### src/rtl/core/sal_pkg.sv
// Shared types, status codes and helpers for the set-associative tag store.
// No dependencies; imported by every module of the block.
package sal_pkg;

    // Default geometry
    localparam int DEF_WAYS       = 4;
    localparam int DEF_SET_COUNT  = 64;
    localparam int DEF_LINE_BYTES = 64;
    localparam int DEF_MSHR_DEPTH = 16;
    localparam int DEF_ADDR_BITS  = 32;

    // Fixed field widths of the stream words
    localparam int ADDR_W   = 32;
    localparam int STATUS_W = 3;

    // Result status codes
    localparam logic [STATUS_W-1:0] ST_HIT        = 3'd0;
    localparam logic [STATUS_W-1:0] ST_MISS       = 3'd1;
    localparam logic [STATUS_W-1:0] ST_MISS_DUP   = 3'd2;
    localparam logic [STATUS_W-1:0] ST_FULL       = 3'd3;
    localparam logic [STATUS_W-1:0] ST_RELEASED   = 3'd4;
    localparam logic [STATUS_W-1:0] ST_FILL_EMPTY = 3'd5;

    // Action codes
    localparam logic ACT_LOOKUP = 1'b0;
    localparam logic ACT_FILL   = 1'b1;

    // One classified word between front and back
    typedef struct packed {
        logic              is_fill;
        logic              is_store;
        logic [ADDR_W-1:0] addr;
    } item_t;

    // Queue head as seen by the back end
    typedef struct packed {
        logic  valid;
        item_t item;
    } queue_head_t;

    // Floor of log2 (elaboration only)
    function automatic int flog2(input int v);
        int n;
        int x;
        n = 0;
        x = v;
        while (x > 1) begin
            x = x >> 1;
            n = n + 1;
        end
        return n;
    endfunction

endpackage

### src/rtl/core/sal_front.sv
// Front end: accepts request and fill words, masks and classifies them, and
// queues them in a two-entry buffer for the back end. Depends on sal_pkg.
module sal_front
    import sal_pkg::*;
#(
    parameter int ADDR_BITS = DEF_ADDR_BITS
)
(
    input  logic              clk,
    input  logic              rst_n,
    input  logic              s_tvalid,
    output logic              s_tready,
    input  logic [ADDR_W-1:0] s_tdata,   // addr
    input  logic [1:0]        s_tuser,   // action, is_store
    output queue_head_t       head,
    input  logic              pop
);

    localparam int AW = (ADDR_BITS < ADDR_W) ? ADDR_BITS : ADDR_W;
    localparam logic [ADDR_W-1:0] AMASK = {ADDR_W{1'b1}} >> (ADDR_W - AW);

    item_t      buf_reg [2];
    logic       rd_ptr_reg;
    logic       wr_ptr_reg;
    logic [1:0] cnt_reg;
    logic       push;
    item_t      in_item;

    assign s_tready = (cnt_reg != 2'd2);
    assign push     = s_tvalid && s_tready;

    // Classify the incoming word
    always_comb
    begin
        in_item.is_fill  = (s_tuser[0] == ACT_FILL);
        in_item.is_store = s_tuser[1];
        in_item.addr     = s_tdata & AMASK;
    end

    assign head.valid = (cnt_reg != 2'd0);
    assign head.item  = buf_reg[rd_ptr_reg];

    // Store payload
    always_ff @(posedge clk)
    begin
        if (push)
        begin
            buf_reg[wr_ptr_reg] <= in_item;
        end
    end

    // Advance pointers and count
    always_ff @(posedge clk or negedge rst_n)
    begin
        if (!rst_n)
        begin
            rd_ptr_reg <= 1'b0;
            wr_ptr_reg <= 1'b0;
            cnt_reg    <= 2'd0;
        end
        else
        begin
            if (push)
            begin
                wr_ptr_reg <= ~wr_ptr_reg;
            end
            if (pop)
            begin
                rd_ptr_reg <= ~rd_ptr_reg;
            end
            cnt_reg <= cnt_reg + {1'b0, push} - {1'b0, pop};
        end
    end

endmodule

### config.mk
export PLATFORM = sky130hd
export DESIGN_NAME = sal_front
export DESIGN_NICKNAME = d
export VERILOG_FILES = /design/src/rtl/core/sal_pkg.sv /design/src/rtl/core/sal_front.sv
export SDC_FILE = /design/constraint.sdc
export NUM_CORES = 1
export LEC_CHECK = 0
export BUFFER_PORTS_ARGS = -buffer_cell sky130_fd_sc_hd__buf_2
export CAP_MARGIN = 20
export CORE_ASPECT_RATIO = 0.9
export CORE_MARGIN = 2
export CORE_UTILIZATION = 56
export CTS_CLUSTER_DIAMETER = 120
export DETAILED_ROUTE_END_ITERATION = 12
export PLACE_DENSITY = 0.92
export SYNTH_ARGS = -nofsm -noshare
export SYNTH_HDL_FRONTEND = slang
export SYNTH_SLANG_ARGS = --single-unit
### constraint.sdc
create_clock -name clk -period 5 [get_ports clk]
set_input_delay 0.75 -clock clk [delete_from_list [all_inputs] [get_ports clk]]
set_output_delay 0.75 -clock clk [all_outputs]
set_load 0.03 [all_outputs]
# Word level (Yosys, flattened, before mapping)
# Memory sizes are Yosys's and may differ from the RTL's.
# Index checks and enable logic that the tools add are counted.
[word_totals]
reg_bits = 4
mem_bits_rw = 68
input_bits = 38
word_cells = 13
mem_count = 1
[memory_table]
columns = ["memory", "words", "word_bits", "read_ports", "rd_clocked_by_memory_dff", "write_ports", "line_no", "source"]
rows = [
  ["buf_reg", 2, 34, 1, 0, 1, "sal_front.sv:22", "item_t buf_reg [2];"],
]
[classes]
n_addsub = 2
n_eq_ne = 1
mux = 2
bitwise_logic = 2
n_reduce_logical = 2
[op_table]
columns = ["op", "count"]
rows = [
  ["$add A2 B1 Y2", 1],
  ["$mux W1", 2],
  ["$ne A2 B2 Y1 const B", 1],
  ["$not A1 Y1", 2],
  ["$reduce_bool A2 Y1", 1],
  ["$sub A2 B1 Y2", 1],
  ["$logic_and A1 B1 Y1", 1],
]

# Longest topological paths before layout
[depth]
word_depth = 4
mapped_depth = 5
ltp_nobuf = 5

# Worst setup path before layout
# Ideal clock, no wire load.
[synth_path]
path_type = "reg2reg"
startpoint = "register cnt_reg[1]"
endpoint = "memory buf_reg[0][0] in the netlist's numbering (enable)"
arrival_ns = 2.324
required_time_ns = 4.575
setup_slack_ns = 2.251
path_stages_with_launch = 4
n_path_buf = 0
cell_sequence = "dfrtp_1 > nand2b_1 > nand2_1 > nor2_1"
[synth_between]
elab_chain_len = 4
[synth_rtl]
columns = ["element", "line_no", "source"]
rows = [
  ["from (decl)", "sal_front.sv:25", "logic [1:0] cnt_reg;"],
  ["from (signal assigned)", "sal_front.sv:71", "cnt_reg <= cnt_reg + {1'b0, push} - {1'b0, pop};"],
  ["$ne A2 B2 Y1", "sal_front.sv:29", "assign s_tready = (cnt_reg != 2'd2);"],
  ["via s_tready", "sal_front.sv:12", "output logic s_tready,"],
  ["$logic_and A1 B1 Y1", "sal_front.sv:30", "assign push = s_tvalid && s_tready;"],
  ["$mux W1", "sal_front.sv:46", "if (push)"],
  ["$mux W1 (not written as such)", "sal_front.sv:48", "buf_reg[wr_ptr_reg] <= in_item;"],
  ["to (decl)", "sal_front.sv:22", ""],
]
# The timed path passes the listed nets, and every way through them passes these cells.

==> metrics.md <==
| Metric | Value |
|---|---|
| Status | finished clean |
| Antenna violations before repair | 0 |
| Setup crit start kind | flip-flop |
| Nets | 243 |
| Netlist cell types | 16 |
| Drt first pass iters | 4 |
| GRT met3 Usage | 0.0561 |
| Post-synth EDFFs | 68 |
| Port bufs | 73 |
| Crit path capture type | output pin |
| Critical path's top delay family | flip-flops |
| Vias per cell | 4.95 |
| Dpl hpwl | 2810 um |
| Critical Path Fanout Max | 35 |
| Achievable frequency | 370 MHz |
| Die width | 78.3 um |
| Initial Util | 0.579 |
| DP Area | 3200 sq um |
| Most numerous cell in the Yosys netlist | edfxtp_1 |
| GR Util All Layers | 0.164 |
| Die height | 70.9 um |
| Synthesized area per cell | 22.6 sq um |
| Initial DRC count | 85 |
| Met1 Resource Use GR | 0.192 |
| CTS Buf Count | 9 |
| Layout area overhead | 20.5% |
| Top_reg_cell synth | edfxtp_1 |
| # rows | 24 |
| Crit Path Class | flip-flop to output pin |
| Vias in the first global route | 1424 |
| Routability cong. | 0.665 |
| Fin crit period | 2710 ps |
| Max reg flops | 68 |
| Synthesized Nets | 162 |
| Total leakage power | 1.35 nW |
| Peak supply drop | 0.439 mV |
| Via count | 1356 |
| Relative slew slack | 0.311 |
| Final WS setup | 2290 ps |
| Fin. max-slew vios | 0 |
| Reg clk slew, reported paths | 70 ps |
| GRT met2 Usage | 0.265 |
| Dpl ws | 2600 ps |
| GR Overflow Total | 0 |
| Area contributors post-synth | edfxtp_1 73%, mux2_4 16%, dfrtp_1 3.6% |
| # diodes | 0 |
| Synthesis-stage register bit count | 72 |
| IO Pins | 74 |
| Wire per inst | 15.2 um |
| Post-CTS sizing | 0 |
| Hold crit path type | input port to asynchronous set/reset pin |
| Unrepaired setup endpoints after global routing | false |
| Post-Syn Instances | 123 |
| Hold Fails Final Rpt | 0 |
| CTS Buffer Depth | 2 |
| Final period util | 0.541 |
| Clk root buf | clkbuf_8 |
| Ys async rst share | 0.0556 |
| Worst-Skew Late Latency | 330 ps |
| Yosys top cell by area | edfxtp_1 |
| Drt drc | 0 |
| H-tree depth | 3 |
| Largest net degree at the start of global routing | 36 |
| Synth top area share | 0.733 |
| Finished Cell Area | 3350 sq um |
| Top post-synthesis cells by count | 68 x edfxtp_1, 29 x mux2_4, 5 x mux2_1, 4 x buf_6, 4 x dfrtp_1 |
| Yosys warns | 0 |
| Worst slew pin tran | 1030 ps |
| Setup violators final | 0 |
| Total wire length | 4180 um |
| Routed Antenna Nets | 0 |
| Critical Path RT | 4250 ps |
| Post-CTS Hold Buffers | 0 |
| Clock sinks | 72 |
| Sequential area share after synthesis | 0.769 |
| Post-CTS setup repair buffer count | 0 |
| Die area | 5550 sq um |
| CP max stage delay | 1050 ps |
| Mapped Area | 2780 sq um |
| Setup_tns | 0 ps |
| Critical path buffer and inverter count | 1 |
| Layout cells sized above 1 | 0.569 |
| Maxcap violations | 0 |
| Skew final | 3.02 ps |
| Critical-path cell list | mux2_1 > buf_2 |
| Slowest stage cell, crit path | dfrtp_2 |
| Pwr per Cell Area | 614 nW/um^2 |
| Core Region | 4800 sq um |
| CP arrival | 1960 ps |
| First-pass GRT wire length | 6560 um |
| CTS tree | yes |
| Gr busiest metal | met2 |
==> layer usage <==
metal	wire length, um	vias up
li1	-	640
met5	0	-
met2	1980	61
met3	368	11
met1	1720	644
met4	104	0
==> placed cells by master, fill, tap and decap left out, types with 2 or more instances in the layout <==
| master | n |
|---|---|
| clkbuf_8 | 9 |
| mux2_1 | 5 |
| buf_2 | 73 |
| edfxtp_1 | 68 |
| mux2_4 | 29 |
| xnor2_1 | 3 |
| clkinv_1 | 5 |
| clkinv_2 | 2 |
| dfrtp_1 | 3 |
==> where the power goes <==
group	switching, mW	internal (mW)
clock	0.187	0.169
combinational	0.438	0.323
sequential	0.115	0.828
total	0.740	1.32
==> final timing paths <==
path | from | to | slack (ps) | cells after the start
max in group asynchronous | rst_n | rd_ptr_reg$_DFFE_PN0P_ | 4640 | 1
min reg2reg | cnt_reg[0]$_DFF_PN0_ | cnt_reg[0]$_DFF_PN0_ | 550 | 1
min | rst_n | wr_ptr_reg$_DFFE_PN0P_ | 220 | 1
min in group clk | cnt_reg[0]$_DFF_PN0_ | cnt_reg[0]$_DFF_PN0_ | 550 | 1
max | rd_ptr_reg$_DFFE_PN0P_ | head[2] | 2290 | 2
max reg2reg | cnt_reg[1]$_DFF_PN0_ | buf_reg[1][0]$_DFFE_PP_ | 3100 | 3
==> layout make-up <==
class / count / area, sq um
clock buffer: 9 / 124
sequential: 72 / 2140
fill: 325 / 1450
clock inverter: 7 / 28.8
multi-input combinational: 47 / 604
tap: 65 / 81.3
timing repair buffer: 74 / 373
==> worst reg2reg max path: stages (launching register included) <==
cell	delay, ps
dfrtp_1	420
nand2b_1	120
and3_1	640
buf_4	400
==> cells by family (layout without fill, tap and decap cells) <==
family,after synthesis,after routing,synth area share
xor gates and xnor gates,4,4,0.0126
adders and majority gates,1,1,0.00449
DFF,72,72,0.769
AOI/OAI and AO/OA,2,2,0.00674
buffers and inverters,4,90,0.0162
muxes,34,34,0.177
and+or+nand+nor,6,6,0.0139
==> per-stage QoR <==
step	instances	utilization	hold slack [ps]	total power, mW
3_3_place_gp	258	0.666	525	1.71
3_5_place_dp	258	0.666	532	1.73
2_1_floorplan	123	-	454	1.55
5_1_grt	274	0.698	213	2.16
6_report	274	0.698	219	2.06
4_1_cts	274	0.698	207	2.09
Note: power is estimated with default switching activity, not from simulation.
